==> config.mk <==
export PLATFORM = sky130hd
export DESIGN_NAME = rsz_axis
export DESIGN_NICKNAME = d
export VERILOG_FILES = /design/src/rtl/rsz_pkg.sv /design/src/rtl/rsz_axis.sv
export SDC_FILE = /design/constraint.sdc
export NUM_CORES = 1
export LEC_CHECK = 0
export ABC_AREA = 0
export BUFFER_PORTS_ARGS = -buffer_cell sky130_fd_sc_hd__buf_4
export CAP_MARGIN = 20
export CELL_PAD_IN_SITES_DETAIL_PLACEMENT = 0
export CELL_PAD_IN_SITES_GLOBAL_PLACEMENT = 1
export CORE_ASPECT_RATIO = 0.7
export CORE_MARGIN = 3
export CORE_UTILIZATION = 49
export CTS_CLUSTER_DIAMETER = 150
export CTS_CLUSTER_SIZE = 10
export DETAILED_ROUTE_END_ITERATION = 8
export PLACE_DENSITY = 0.91
export SLEW_MARGIN = 40
export SYNTH_ARGS = -nofsm -noshare
export SYNTH_HDL_FRONTEND = slang
export SYNTH_SLANG_ARGS = --single-unit
==> constraint.sdc <==
create_clock -name clk -period 7.6 [get_ports clk]
set_clock_uncertainty 0.2 [all_clocks]
set_input_delay 0 -clock clk [delete_from_list [all_inputs] [get_ports clk]]
set_output_delay 0 -clock clk [all_outputs]
set_load 0.02 [all_outputs]
==> src/rtl/rsz_pkg.sv <==
`timescale 1ns / 1ps
// -----------------------------------------------------------------------------
// rsz_pkg
// Shared types, widths and codes of the bilinear resize block.
// -----------------------------------------------------------------------------
package rsz_pkg;

	localparam int MAX_SRC_WIDTH_D  = 256;
	localparam int MAX_SRC_HEIGHT_D = 256;
	localparam int MAX_CHANNELS_D   = 4;
	localparam int PIXEL_BITS_D     = 16;

	localparam int MAX_DST   = 1024;
	localparam int SRC_W     = 9;
	localparam int DST_W     = 11;
	localparam int NCH_W     = 3;
	localparam int POS_W     = 10;
	localparam int CHAN_W    = 2;
	localparam int PIX_W     = 16;
	localparam int FRAC_W    = 16;
	localparam int WGT_W     = FRAC_W + 1;
	localparam int SCALE_W   = SRC_W + FRAC_W;
	localparam int CIDX_W    = 3;
	localparam int CDATA_W   = 11;
	localparam int TAP_W     = SRC_W;

	typedef enum logic [CIDX_W-1:0] {
		REG_SRC_WIDTH  = 3'd0,
		REG_SRC_HEIGHT = 3'd1,
		REG_DST_WIDTH  = 3'd2,
		REG_DST_HEIGHT = 3'd3,
		REG_NUM_CHAN   = 3'd4
	} cfg_reg_t;

	localparam logic REQ_WRITE = 1'b0;
	localparam logic REQ_QUERY = 1'b1;
	localparam logic STATUS_OK  = 1'b0;
	localparam logic STATUS_ERR = 1'b1;

	typedef struct packed {
		logic vld;
		logic req;
		logic err;
	} rsz_ctl_t;

endpackage

==> src/rtl/rsz_axis.sv <==
`timescale 1ns / 1ps
// -----------------------------------------------------------------------------
// rsz_axis
// Two-stage coordinate map of one axis: centre to source, taps and fraction.
// -----------------------------------------------------------------------------
module rsz_axis (
	input  logic                        clk,
	input  logic [rsz_pkg::POS_W-1:0]   pos,
	input  logic [rsz_pkg::SCALE_W-1:0] scale,
	input  logic [rsz_pkg::SRC_W-1:0]   src,
	output logic [rsz_pkg::TAP_W-1:0]   tap0_s3,
	output logic [rsz_pkg::TAP_W-1:0]   tap1_s3,
	output logic [rsz_pkg::FRAC_W-1:0]  frac_s3
);
	import rsz_pkg::*;

	localparam int PROD_W = POS_W + 1 + SCALE_W;
	localparam int IDX_W  = PROD_W - 1 - FRAC_W;

	logic [PROD_W-1:0] prod_s2;
	logic [PROD_W-2:0] half;
	logic [PROD_W-2:0] s;
	logic [IDX_W-1:0]  idx;
	logic [TAP_W-1:0]  last;
	logic [TAP_W-1:0]  t0;

	always_ff @(posedge clk) begin
		prod_s2 <= PROD_W'({pos, 1'b1}) * PROD_W'(scale);
	end

	always_comb begin
		half = prod_s2[PROD_W-1:1];
		s    = (half < (PROD_W-1)'(32768)) ? '0 : half - (PROD_W-1)'(32768);
		idx  = s[PROD_W-2:FRAC_W];
		last = src - 1'b1;
		t0   = (idx > IDX_W'(last)) ? last : idx[TAP_W-1:0];
	end

	always_ff @(posedge clk) begin
		tap0_s3 <= t0;
		tap1_s3 <= (t0 == last) ? last : t0 + 1'b1;
		frac_s3 <= s[FRAC_W-1:0];
	end
endmodule

==> qor.yml <==
status:
  status: "completed"
pwr:
  leakagePower_uw: 0.00636
  ir_drop_uv: 374
  pwr_density_cell_nw_per_um2: 458
  finalPower_uw: 5690
worst_setup_path:
  worstPathArrival_ps: 6390
  endpoint_kind: "flop"
  path_cells: "dlygate4sd3_1, buf_4, and2_1, fa_1, fa_1, fa_1, fa_1, inv_1, fa_1, inv_1, ha_1, and3_1, and3_1, o211ai_1, a21oi_1, nor4b_1, nor2b_1, a41o_1, a2111oi_0, a211oi_1"
  slowest_delay_ps: 680
  worstPathMaxFanout: 11
  startpoint_type: "input pin"
  slowest_stage: "nor4b_1"
  cp_common_cell: "fa_1"
  crit_type: "in2reg"
  cp_data_required_time_ps: 7600
routing:
  drcViolationCount: 0
  first_iter_violations: 596
  drt_wl_total_um: 26800
  vias: 8571
  wl_per_cell_um: 16.4
  drtPass1Iterations: 5
  route.met3.wl_um: 1520
  top_layer: "met4"
  ant_nets: 0
  via_per_inst: 5.25
  dr_wl_met2_um: 12400
  met1Wirelength_um: 12400
global_route:
  grt_pass1_vias: 9041
  grt_pass1_wl_um: 45600
  overflow: 0
  antenna_found_initial: 0
  grt_use_total_pct: 22.5
  grt_max_degree: 26
placement:
  dpl-instance-area_um2: 12000
  place_congestion: 0.877
  port_buffers: 78
  hpwl_um: 21400
clock_network:
  clkSlewWorstSetupHoldPaths_ps: 60
  clk_path_buf_depth: 2
  cts.sinks: 69
  cts-root-buf: "clkbuf_16"
  cts_tree: "built"
  ctsResizeCount: 0
  cts_buffers: 9
  clk_latency_ps: 330
  ctsHtreeMaxLevel: 3
sta:
  finalSetupTns_ps: 0
  rsz0062_at_grt: "no"
  drv_slew: 0
  fmax_mhz: 156
  relSlewSlack_pct: 43.0
  tightest_slew_ps: 848
  hold_slack_ps: 38.4
  finalCritPeriodShare_pct: 84.1
  setup_viol: 0
  min_period_ps: 6390
  hold_violations: 0
layout:
  drive_gt1_share_pct: 8.29
  multi_input_area_um2: 8690
  final_area_um2: 12400
  antenna_cells: 0
  final_cell_mix: "262 x inv_1, 206 x fa_1, 181 x nand2_1, 116 x and2_1, 86 x ha_1"
  seqCellArea_um2: 1380
  layout.nets: 1659
  area_growth_pct: 9.97
  fillers: 2040
  layout_commonest_cell: "inv_1"
floorplanning:
  die_area_um2: 25000
  rows: 45
  io_pins: 79
  start_util_pct: 51.0
  die_h_um: 133
  core_area_um2: 22200
  die_w_um: 188
logic_synthesis:
  avgSynthCellArea_um2: 8.83
  synth-seq-cells: 69
  yosysSeqAreaShare_pct: 12.2
  netlist-cell-type-count: 59
  synthFlopType: "dfxtp_1"
  synth_edf_count: 0
  ys_async_sr_fraction_pct: 0
  synthCells: 1282
  synth_area_um2: 11300
  synth_warnings: 0
  synth_nets: 1619
hold_path:
  hold_path.class: "in2reg"
run:
  max-cap-violations: 0
[power breakdown]
| part | switching [µW] | internal, µW |
|---|---|---|
| clock network | 166 | 292 |
| registers | 95.0 | 575 |
| logic | 2600 | 1970 |
[worst paths after layout]
| path | from | end | slack, ps | cells after the start |
|---|---|---|---|---|
| hold reg to reg | prod_s2[14]$_DFF_P_ | frac_s3[13]$_SDFF_PN0_ | 220 | 1 |
| setup / recovery | scale[1] | prod_s2[29]$_DFF_P_ | 1210 | 20 |
| setup reg to reg | prod_s2[16]$_DFF_P_ | tap1_s3[6]$_DFF_P_ | 1810 | 20 |
| hold / removal | src[2] | tap1_s3[2]$_DFF_P_ | 40 | 4 |
[worst max-delay path: cells and delay by family]
kind	cells	cell delay [ps]
AOI/OAI and AO/OA	5	1160
adders and majority gates	6	2970
buffers and inverters	4	810
and+or+nand+nor	5	1410
[per-layer routing]
metal,global-route usage (%),vias up
met5,0,-
met4,5.04,0
met3,2.76,36
met2,36.8,248
met1,32.3,4287
li1,-,4000
[layout make-up]
cell class	instances	share of cell area, %
Timing Repair Buffer	87	5.41
Inverter	262	7.90
Tap cell	305	3.07
Clock buffer	9	1.81
Sequential cell	69	11.1
Clock inverter	7	0.835
Multi-Input combinational cell	893	69.9
[state kept, by name, indices dropped and copies added (netlist names)]
register,cells
frac_s3,16
tap1_s3,9
prod_s2,35
tap0_s3,9
[synth_stat cells, types with 4 or more instances]
library cell / n / share of area [%]
xnor2_1: 35 / 2.7
o211ai_1: 4 / 0.27
nor3_1: 12 / 0.53
ha_1: 86 / 9.5
xor2_1: 24 / 1.9
nor2_1: 30 / 1.0
nand3_1: 14 / 0.62
dfxtp_1: 69 / 12
nor2b_1: 9 / 0.50
inv_1: 262 / 8.7
clkbuf_1: 49 / 1.6
a211oi_1: 4 / 0.27
a21oi_1: 37 / 1.6
nand2_1: 181 / 6.0
and3_1: 6 / 0.33
o21ai_0: 16 / 0.71
and2_1: 116 / 6.4
or4_1: 9 / 0.60
o21a_1: 5 / 0.33
buf_6: 5 / 0.50
nor4_1: 12 / 0.66
nand4_1: 7 / 0.39
mux2i_1: 11 / 0.97
o21bai_1: 10 / 0.66
a21o_1: 14 / 0.93
fa_1: 206 / 36
[through the flow]
step                util [%]  setup WS, ps  cells
floorplan                  -          1770   1282
global placement        54.2          1500   1608
detailed placement      54.2          1250   1608
CTS                     56.1          1250   1632
global route            56.1           935   1632
finish                  56.1          1210   1632
[logic make-up after synthesis]
logic type | count (synthesis) | synth area share (%)
simple gates | 413 | 18.4
flops | 69 | 12.2
buf+inv | 320 | 11.0
mux | 13 | 1.21
xor+xnor | 59 | 4.57
fa+ha+maj | 292 | 46.0
compound gates | 116 | 6.71
[timing repair]
item,CTS,global route
endpoints found under the hold margin,10,0
setup buffers,0,0
hold buffers,8,0
(Power assumes the default switching activity.)
