[src/rtl/rsz_pkg.sv]
`timescale 1ns / 1ps
// -----------------------------------------------------------------------------
// rsz_pkg
// Shared types, widths and codes of the bilinear resize block.
// -----------------------------------------------------------------------------
package rsz_pkg;

	localparam int MAX_SRC_WIDTH_D  = 256;
	localparam int MAX_SRC_HEIGHT_D = 256;
	localparam int MAX_CHANNELS_D   = 4;
	localparam int PIXEL_BITS_D     = 16;

	localparam int MAX_DST   = 1024;
	localparam int SRC_W     = 9;
	localparam int DST_W     = 11;
	localparam int NCH_W     = 3;
	localparam int POS_W     = 10;
	localparam int CHAN_W    = 2;
	localparam int PIX_W     = 16;
	localparam int FRAC_W    = 16;
	localparam int WGT_W     = FRAC_W + 1;
	localparam int SCALE_W   = SRC_W + FRAC_W;
	localparam int CIDX_W    = 3;
	localparam int CDATA_W   = 11;
	localparam int TAP_W     = SRC_W;

	typedef enum logic [CIDX_W-1:0] {
		REG_SRC_WIDTH  = 3'd0,
		REG_SRC_HEIGHT = 3'd1,
		REG_DST_WIDTH  = 3'd2,
		REG_DST_HEIGHT = 3'd3,
		REG_NUM_CHAN   = 3'd4
	} cfg_reg_t;

	localparam logic REQ_WRITE = 1'b0;
	localparam logic REQ_QUERY = 1'b1;
	localparam logic STATUS_OK  = 1'b0;
	localparam logic STATUS_ERR = 1'b1;

	typedef struct packed {
		logic vld;
		logic req;
		logic err;
	} rsz_ctl_t;

endpackage

[src/rtl/rsz_div.sv]
`timescale 1ns / 1ps
// -----------------------------------------------------------------------------
// rsz_div
// Restoring divider, one quotient bit per cycle: scale = (src << 16) / dst.
// -----------------------------------------------------------------------------
module rsz_div (
	input  logic                       clk,
	input  logic                       arst_n,
	input  logic                       kick,
	input  logic [rsz_pkg::SRC_W-1:0]  src,
	input  logic [rsz_pkg::DST_W-1:0]  dst,
	output logic                       busy,
	output logic [rsz_pkg::SCALE_W-1:0] scale
);
	import rsz_pkg::*;

	localparam int CNT_W = $clog2(SCALE_W + 1);

	logic [CNT_W-1:0]   cnt_q;
	logic [DST_W-1:0]   rem_q;
	logic [SCALE_W-1:0] quo_q;
	logic [DST_W:0]     rem_sh;
	logic [DST_W:0]     rem_sub;
	logic               sub_ok;

	assign rem_sh  = {rem_q, quo_q[SCALE_W-1]};
	assign rem_sub = rem_sh - {1'b0, dst};
	assign sub_ok  = (rem_sh >= {1'b0, dst});

	always_ff @(posedge clk or negedge arst_n) begin
		if (!arst_n) begin
			cnt_q <= '0;
			rem_q <= '0;
			quo_q <= '0;
		end else if (kick) begin
			cnt_q <= CNT_W'(SCALE_W);
			rem_q <= '0;
			quo_q <= {src, {FRAC_W{1'b0}}};
		end else if (cnt_q != '0) begin
			cnt_q <= cnt_q - 1'b1;
			rem_q <= sub_ok ? rem_sub[DST_W-1:0] : rem_sh[DST_W-1:0];
			quo_q <= {quo_q[SCALE_W-2:0], sub_ok};
		end
	end

	assign busy  = (cnt_q != '0);
	assign scale = quo_q;
endmodule

[config.mk]
export PLATFORM = sky130hd
export DESIGN_NAME = rsz_div
export DESIGN_NICKNAME = d
export VERILOG_FILES = /design/src/rtl/rsz_pkg.sv /design/src/rtl/rsz_div.sv
export SDC_FILE = /design/constraint.sdc
export NUM_CORES = 1
export LEC_CHECK = 0
export BUFFER_PORTS_ARGS = -buffer_cell sky130_fd_sc_hd__buf_4
export CAP_MARGIN = 20
export CORE_MARGIN = 5
export CORE_UTILIZATION = 50
export CTS_BUF_LIST = sky130_fd_sc_hd__clkbuf_16
export DETAILED_ROUTE_END_ITERATION = 8
export PLACE_DENSITY = 0.83
export SLEW_MARGIN = 10
export SYNTH_ARGS = -nofsm -noshare
export SYNTH_HDL_FRONTEND = slang
export SYNTH_SLANG_ARGS = --single-unit
[constraint.sdc]
create_clock -name clk -period 4.2 [get_ports clk]
set_clock_uncertainty 0.2 [all_clocks]
set_input_delay 0.63 -clock clk [delete_from_list [all_inputs] [get_ports clk]]
set_output_delay 0.63 -clock clk [all_outputs]
set_load 0.01 [all_outputs]
==> flow_summary.rst, run 1 <==
.. list-table::
   :header-rows: 1

   * - Metric
     - Value
   * - Combinational share of power
     - 0.379
   * - Data arrival time of the critical path
     - 3.39 ns
   * - Clock-pin slew on the worst setup and hold paths
     - 0.05 ns
   * - Final antenna-violating net count
     - 0
   * - Setup slack of the most critical reg-to-reg path
     - 0.78 ns
   * - I/O pin total
     - 49
   * - Antenna cell count
     - 0
   * - Switching component of the power
     - 465.7 uW
   * - Standard-cell rows
     - 25
   * - Total global routing overflow
     - 0
   * - H-Tree Level Count
     - 2
   * - Setup Viol. Count Final
     - 0
   * - IO buf count
     - 48
   * - Max Buffers Root-to-Sink
     - 2
   * - Synth top area share
     - 0.4282
   * - Area fraction in and, or, nand and nor cells after synthesis
     - 0.1869
   * - Number of antenna violations at the first check in global routing
     - 0
   * - Ys Warns
     - 0
   * - Final weighted congestion in routability-driven placement
     - 0.8708
   * - Die Area
     - 0.006277 sq mm
   * - Estimated wirelength of the detail-placed design
     - 3441 microns
   * - Top cell type by total area after synthesis
     - sky130_fd_sc_hd__dfrtp_1
   * - Number of nets produced by synthesis
     - 303
   * - Cts hold-fix bufs
     - 0
   * - Iteration-0 DRC count of the detailed router
     - 113
   * - Count of state elements after synthesis
     - 41
   * - Part of the total power dissipated in sequential elements
     - 0.369
   * - PostCTS Resize Cnt
     - 0
   * - Netlist area before placement
     - 0.002396 sq mm
   * - Worst voltage drop across the vdd grid
     - 0.2570 mV
   * - Most frequently used flop master after synthesis
     - sky130_fd_sc_hd__dfrtp_1
   * - Final routed wire length divided by cell count
     - 14.13 microns
   * - Core box area
     - 0.004692 sq mm
   * - Worst hold-check path type
     - in -> async
   * - Endpoint class of the critical path
     - register
   * - TritonCTS sink count
     - 41
   * - Type of the setup path with the least slack
     - reg -> reg
   * - Share of total power consumed by net switching
     - 0.3371
   * - Fraction of the mapped netlist area in compound gates
     - 0.1697
   * - Transition time at the pin with the least slew margin
     - 0.6189 ns
   * - Buffer count from post-CTS setup fixing
     - 0
   * - Via total after detailed routing
     - 2004
   * - Max-cap check violation count
     - 0
   * - Fraction of layout instances using a drive strength above 1
     - 0.1922
   * - Average vias per placed instance
     - 5.551
   * - Worst-path cell with the longest stage delay
     - sky130_fd_sc_hd__or3_1
   * - Iteration count of the initial detailed-routing pass
     - 4
   * - Number of nets at the end of the flow
     - 345
   * - Number of max-slew violations in the final report
     - 0
   * - GRT met2 Usage
     - 0.2921
   * - Highest fanout seen on the critical path
     - 16
   * - Power per cell area
     - 475.3 mW/mm^2
   * - Die width
     - 79.23 microns
   * - Non-filler instance count after layout
     - 361
   * - Count of flip-flops with a built-in enable after synthesis
     - 0
   * - Required @ worst endpoint
     - 4.16 ns
   * - Main combinational cell family by area after synthesis
     - simple AND/OR/NAND/NOR gates
   * - Seq/Total Area, Yosys
     - 0.4282
   * - Setup repair after global routing missed its margin
     - false
   * - Post-Synthesis Cells
     - 266
   * - Share of cell area taken by muxes after synthesis
     - 0.05849
   * - Total Routing Usage GR
     - 0.1771
   * - Fmax achieved
     - 292.1 MHz
   * - Average footprint of a synthesized cell
     - 9.008 sq um
   * - Global-route wire length before repair
     - 9004 microns
   * - Remaining DRCs
     - 0
   * - Shortest period the worst path allows
     - 3.423 ns
   * - CP Launch Type
     - register
   * - Library cell used as clock root buffer
     - sky130_fd_sc_hd__clkbuf_16
   * - Relative slew slack
     - 0.5874
   * - Maximum number of pins on one net before global-route repair
     - 53
   * - Global-route track usage on met3
     - 0.04875
   * - Vias in the first global route
     - 2012
   * - Static Leakage
     - 0.001418 uW
   * - Number of buffers created by CTS
     - 5
   * - Post-route fraction of the period consumed by the critical path
     - 0.8151
   * - Delay of the slowest critical-path stage
     - 0.59 ns
   * - Post-route worst hold slack
     - 0.1292 ns
   * - XOR/XNOR Fraction of Synth Area
     - 0.02559
   * - Total wirelength of the detailed-routed design
     - 5102 microns
   * - Clk_lat worst skew
     - 0.28 ns
   * - Distinct cell type count of the synthesized netlist
     - 40
   * - Most congested layer reported by global routing
     - met2
   * - Result of the run
     - finished clean
   * - Leading post-synthesis cells by cell area
     - sky130_fd_sc_hd__dfrtp_1, sky130_fd_sc_hd__nand2_1, sky130_fd_sc_hd__ha_1
   * - Initial core utilization
     - 0.5107
   * - Cell total after placement
     - 355
   * - Met1 usage
     - 0.2356
   * - Fin. Hold Viols
     - 0
   * - Fraction of the mapped netlist area in adder cells
     - 0.07624
   * - Clock share of power
     - 0.252
   * - Crit path cell chain
     - inv_1, ha_1, inv_1, fa_1, and3_1, o31a_1, o311a_1, or3_1, and3_1, nor4_1
   * - Clock tree from TritonCTS
     - built
   * - Die Ht
     - 79.23 microns
   * - Internal power
     - 915.7 uW
   * - Fin Setup TNS
     - 0 ns
   * - Proportion of register bits with asynchronous set or reset after synthesis
     - 1.000
   * - Synth-to-Final Area Change
     - 21.31%
## layout by cell type, fill, tap and decap left out, types with 2 or more instances in the layout
cell type / count
sky130_fd_sc_hd__a211o_1: 2
sky130_fd_sc_hd__a211oi_1: 9
sky130_fd_sc_hd__a21o_1: 3
sky130_fd_sc_hd__a21oi_1: 25
sky130_fd_sc_hd__and3_1: 2
sky130_fd_sc_hd__and4_1: 2
sky130_fd_sc_hd__buf_4: 50
sky130_fd_sc_hd__clkbuf_16: 5
sky130_fd_sc_hd__dfrtp_1: 41
sky130_fd_sc_hd__ha_1: 13
sky130_fd_sc_hd__inv_1: 16
sky130_fd_sc_hd__mux2i_1: 14
sky130_fd_sc_hd__nand2_1: 46
sky130_fd_sc_hd__nand2b_1: 3
sky130_fd_sc_hd__nor2_1: 16
sky130_fd_sc_hd__nor3_1: 9
sky130_fd_sc_hd__nor3b_1: 2
sky130_fd_sc_hd__nor4_1: 2
sky130_fd_sc_hd__nor4b_1: 2
sky130_fd_sc_hd__o21a_1: 2
sky130_fd_sc_hd__o21ai_0: 14
sky130_fd_sc_hd__o21bai_1: 3
sky130_fd_sc_hd__o31a_1: 2
sky130_fd_sc_hd__o31ai_1: 2
sky130_fd_sc_hd__or3_1: 2
sky130_fd_sc_hd__xnor2_1: 5
sky130_fd_sc_hd__xor2_1: 2
## final cells by class
type	count	area [sq um]
sequential	41	1026
multi-input combinational	194	1247
tap	54	67.56
clock buffer	5	125.1
fill	417	1785
clock inverter	1	5.005
inverter	16	60.06
timing repair buffer	50	375.4
## cell usage after synthesis (3+ instances only)
cell,number
sky130_fd_sc_hd__nand2_1,46
sky130_fd_sc_hd__dfrtp_1,41
sky130_fd_sc_hd__a21oi_1,25
sky130_fd_sc_hd__inv_1,16
sky130_fd_sc_hd__nor2_1,16
sky130_fd_sc_hd__mux2i_1,14
sky130_fd_sc_hd__o21ai_0,14
sky130_fd_sc_hd__ha_1,13
sky130_fd_sc_hd__clkbuf_1,12
sky130_fd_sc_hd__a211oi_1,9
sky130_fd_sc_hd__nor3_1,9
sky130_fd_sc_hd__xnor2_1,5
sky130_fd_sc_hd__a21o_1,3
sky130_fd_sc_hd__nand2b_1,3
sky130_fd_sc_hd__o21bai_1,3
## metrics by stage
stage,util,instance area [sq um],power (uW),setup WS [ns]
floorplan,-,2396,922.2,0.9812
global placement,0.5917,2776,1020,0.6601
detailed placement,0.5917,2776,1036,0.5761
CTS,0.6195,2907,1394,0.7504
global route,0.6195,2907,1494,0.5420
finish,0.6195,2907,1381,0.7766
## final timing paths
kind / start / end / cells after the start
max: scale[24] / rem_q[0] / 10
min: arst_n / scale[9] / 1
max reg2reg: scale[24] / rem_q[0] / 10
min reg2reg: scale[10] / scale[10] / 2
max in group asynchronous: arst_n / scale[22] / 1
min in group clk: scale[10] / scale[10] / 2
## registers in the layout, summed over array words and instances, names as in the netlist
signal	count
scale	25
rem_q	11
cnt_q	5
## power groups by stage
stage,Clock [uW],Combinational [uW],Sequential [uW]
finish,348,523,510
global placement,0,506,514
floorplan,0,416,506
global route,380,595,519
detailed placement,0,521,515
CTS,357,526,511
## critical path, delay by kind of cell, from the launching register on
kind | cells | cell delay, ns
buffers and inverters | 2 | 0.12
AO/OA/AOI/OAI | 2 | 0.62
AND/OR/NAND/NOR | 4 | 1.41
adder cells (fa/ha/maj) | 2 | 0.55
flip-flops | 1 | 0.40
## kinds of logic after synthesis
| group | count (synthesis) |
|---|---|
| buffers and inverters | 31 |
| muxes | 14 |
| and+or+nand+nor | 93 |
| adders and majority gates | 14 |
| DFF | 41 |
| xor gates and xnor gates | 7 |
| AOI/OAI and AO/OA | 66 |
## per-layer routing
metal	share of wire	vias up	routed length [microns]
met2	0.48	47	2469
met5	0	-	0
met4	0.0027	0	14
met3	0.056	2	285
met1	0.46	951	2332
li1	-	1004	-
Power figures use the tool's default switching activity.
==> inputs of run 2 (changes only) <==
clock period = 3.6 ns   (was 4.2 ns; I/O delays follow)
==> flow_summary.rst, run 2 (synthesis gave the netlist of run 1 again) <==
.. list-table::
   :header-rows: 1

   * - Metric
     - Value
   * - Result of the run
     - finished clean
   * - Library cell used as clock root buffer
     - sky130_fd_sc_hd__clkbuf_16
   * - Clock-pin slew on the worst setup and hold paths
     - 0.06 ns
   * - Crit path cell chain
     - inv_1, ha_1, inv_1, fa_1, and3_1, o31a_1, o311a_1, or3_1, buf_4, mux2i_1, a211oi_1
   * - Static Leakage
     - 0.001450 uW
   * - Delay of the slowest critical-path stage
     - 0.53 ns
   * - Final routed wire length divided by cell count
     - 14.87 microns
   * - Endpoint class of the critical path
     - register
   * - Number of buffers created by CTS
     - 5
   * - Maximum number of pins on one net before global-route repair
     - 53
   * - Synth-to-Final Area Change
     - 23.81%
   * - Core box area
     - 0.004692 sq mm
   * - Total global routing overflow
     - 0
   * - Remaining DRCs
     - 0
   * - Filler cell count
     - 398
   * - Number of antenna violations at the first check in global routing
     - 0
   * - Cts hold-fix bufs
     - 0
   * - Pre-CTS setup slack
     - 0.03818 ns
   * - Fin. Hold Viols
     - 0
   * - Required @ worst endpoint
     - 3.58 ns
   * - Die width
     - 79.23 microns
   * - Power per cell area
     - 579.4 mW/mm^2
   * - Max-cap check violation count
     - 0
   * - Worst Setup Slack, final
     - 0.1867 ns
   * - Sum of buffers and inverters on the critical path
     - 3
   * - Top Family by Delay on Critical Path
     - compound AO/OA/AOI/OAI gates
   * - Area taken by flip-flops and latches
     - 0.001026 sq mm
   * - IO buf count
     - 48
   * - Initial core utilization
     - 0.5107
   * - Setup slack of the most critical reg-to-reg path
     - 0.19 ns
   * - Die Ht
     - 79.23 microns
   * - Number of flip-flops in the largest register
     - 25
   * - Transition time at the pin with the least slew margin
     - 0.5717 ns
   * - TritonCTS sink count
     - 41
   * - CP Launch Type
     - register
   * - Most common cell after layout, fill and taps aside
     - sky130_fd_sc_hd__buf_4
   * - Antenna cell count
     - 0
   * - Final antenna-violating net count
     - 0
   * - Iteration count of the initial detailed-routing pass
     - 4
   * - Post-route fraction of the period consumed by the critical path
     - 0.9481
   * - Endpoint of the lowest-slack register-to-register path
     - rem_q[8]
   * - Worst hold-check path type
     - in -> async
   * - Relative slew slack
     - 0.6184
   * - Commonest cells after routing, fill and taps aside
     - sky130_fd_sc_hd__buf_4, sky130_fd_sc_hd__nand2_1, sky130_fd_sc_hd__dfrtp_1
   * - Shortest period the worst path allows
     - 3.413 ns
   * - Final weighted congestion in routability-driven placement
     - 0.9058
   * - Crit-path most repeated cell
     - sky130_fd_sc_hd__inv_1
   * - Number of cells on the worst reg-to-reg path
     - 11
   * - Highest fanout seen on the critical path
     - 12
   * - Number of max-slew violations in the final report
     - 0
   * - Iteration-0 DRC count of the detailed router
     - 105
   * - Average vias per placed instance
     - 5.640
   * - Fin Setup TNS
     - 0 ns
   * - Worst voltage drop across the vdd grid
     - 0.3473 mV
   * - Worst flop-to-flop path startpoint
     - scale[24]
   * - Worst-path cell with the longest stage delay
     - sky130_fd_sc_hd__or3_1
   * - Number of nets at the end of the flow
     - 346
   * - Overall power after layout
     - 1719 uW
   * - Clock tree from TritonCTS
     - built
   * - Post-route worst hold slack
     - 0.04196 ns
   * - Vias in the first global route
     - 2067
   * - Estimated wirelength of the detail-placed design
     - 3675 microns
   * - Total Routing Usage GR
     - 0.1807
   * - Setup repair after global routing missed its margin
     - false
   * - Footprint of the multi-input gates
     - 0.001247 sq mm
   * - Via total after detailed routing
     - 2053
   * - Fraction of layout instances using a drive strength above 1
     - 0.1935
   * - H-Tree Level Count
     - 2
   * - Buffer count from post-CTS setup fixing
     - 0
   * - Type of the setup path with the least slack
     - reg -> reg
   * - Die Area
     - 0.006277 sq mm
   * - Global-route wire length before repair
     - 9246 microns
   * - Fmax achieved
     - 293.0 MHz
   * - Clk_lat worst skew
     - 0.28 ns
   * - Max Buffers Root-to-Sink
     - 2
   * - Data arrival time of the critical path
     - 3.39 ns
   * - Total wirelength of the detailed-routed design
     - 5413 microns
   * - I/O pin total
     - 49
   * - Setup Viol. Count Final
     - 0
   * - Standard-cell rows
     - 25
   * - PostCTS Resize Cnt
     - 0
## run 2: changes by cell type in the layout (fill, tap and decap cells not counted)
cell                        previous run  this run
sky130_fd_sc_hd__buf_16                0         1
sky130_fd_sc_hd__bufinv_16             0         1
sky130_fd_sc_hd__inv_1                16        17
sky130_fd_sc_hd__clkinv_1              0         1
sky130_fd_sc_hd__clkinv_2              1         0
## run 2: per-layer routing
layer,global-route usage,share of wire,routed length [microns]
met3,0.03968,0.046,250
met5,0,0,0
met1,0.2358,0.45,2419
met4,0.03952,0.0083,45
met2,0.3072,0.50,2698
## run 2: power by group
part | total [uW] | leakage, uW | switching [uW] | internal [uW]
registers | 598 | 0.000538 | 68.6 | 530
logic | 627 | 0.000830 | 329 | 298
clock network | 493 | 0.0000826 | 171 | 322
total | 1720 | 0.00145 | 569 | 1150
## run 2: worst reg2reg max path: cells and delay by family (launching register included)
kind,cells,cell delay (ns)
fa+ha+maj,2,0.55
flops,1,0.42
buf+inv,3,0.40
simple gates,2,0.75
mux,1,0.12
compound gates,3,0.89
## run 2: layout make-up
type	instances	share of cell area
inverter	16	0.02024
timing repair buffer	51	0.1358
tap	54	0.02278
clock buffer	5	0.04218
clock inverter	3	0.01265
multi-input combinational	194	0.4205
sequential	41	0.3458
## run 2: worst max-delay path by stage
stage | startpoint | end | depth (start not counted)
after CTS | scale[24] | rem_q[8] | 11
after global routing | scale[24] | rem_q[8] | 11
after global placement | dst[0] | rem_q[2] | 11
after detailed placement | dst[0] | rem_q[8] | 11
final | scale[24] | rem_q[8] | 11
after floorplan | dst[0] | rem_q[10] | 11
## run 2: stage by stage
step,util,area [sq um],instances
after global placement,0.5917,2776,355
final,0.6323,2967,364
after global routing,0.6323,2967,364
after floorplan,-,2396,266
after detailed placement,0.5917,2776,355
after CTS,0.6264,2939,363
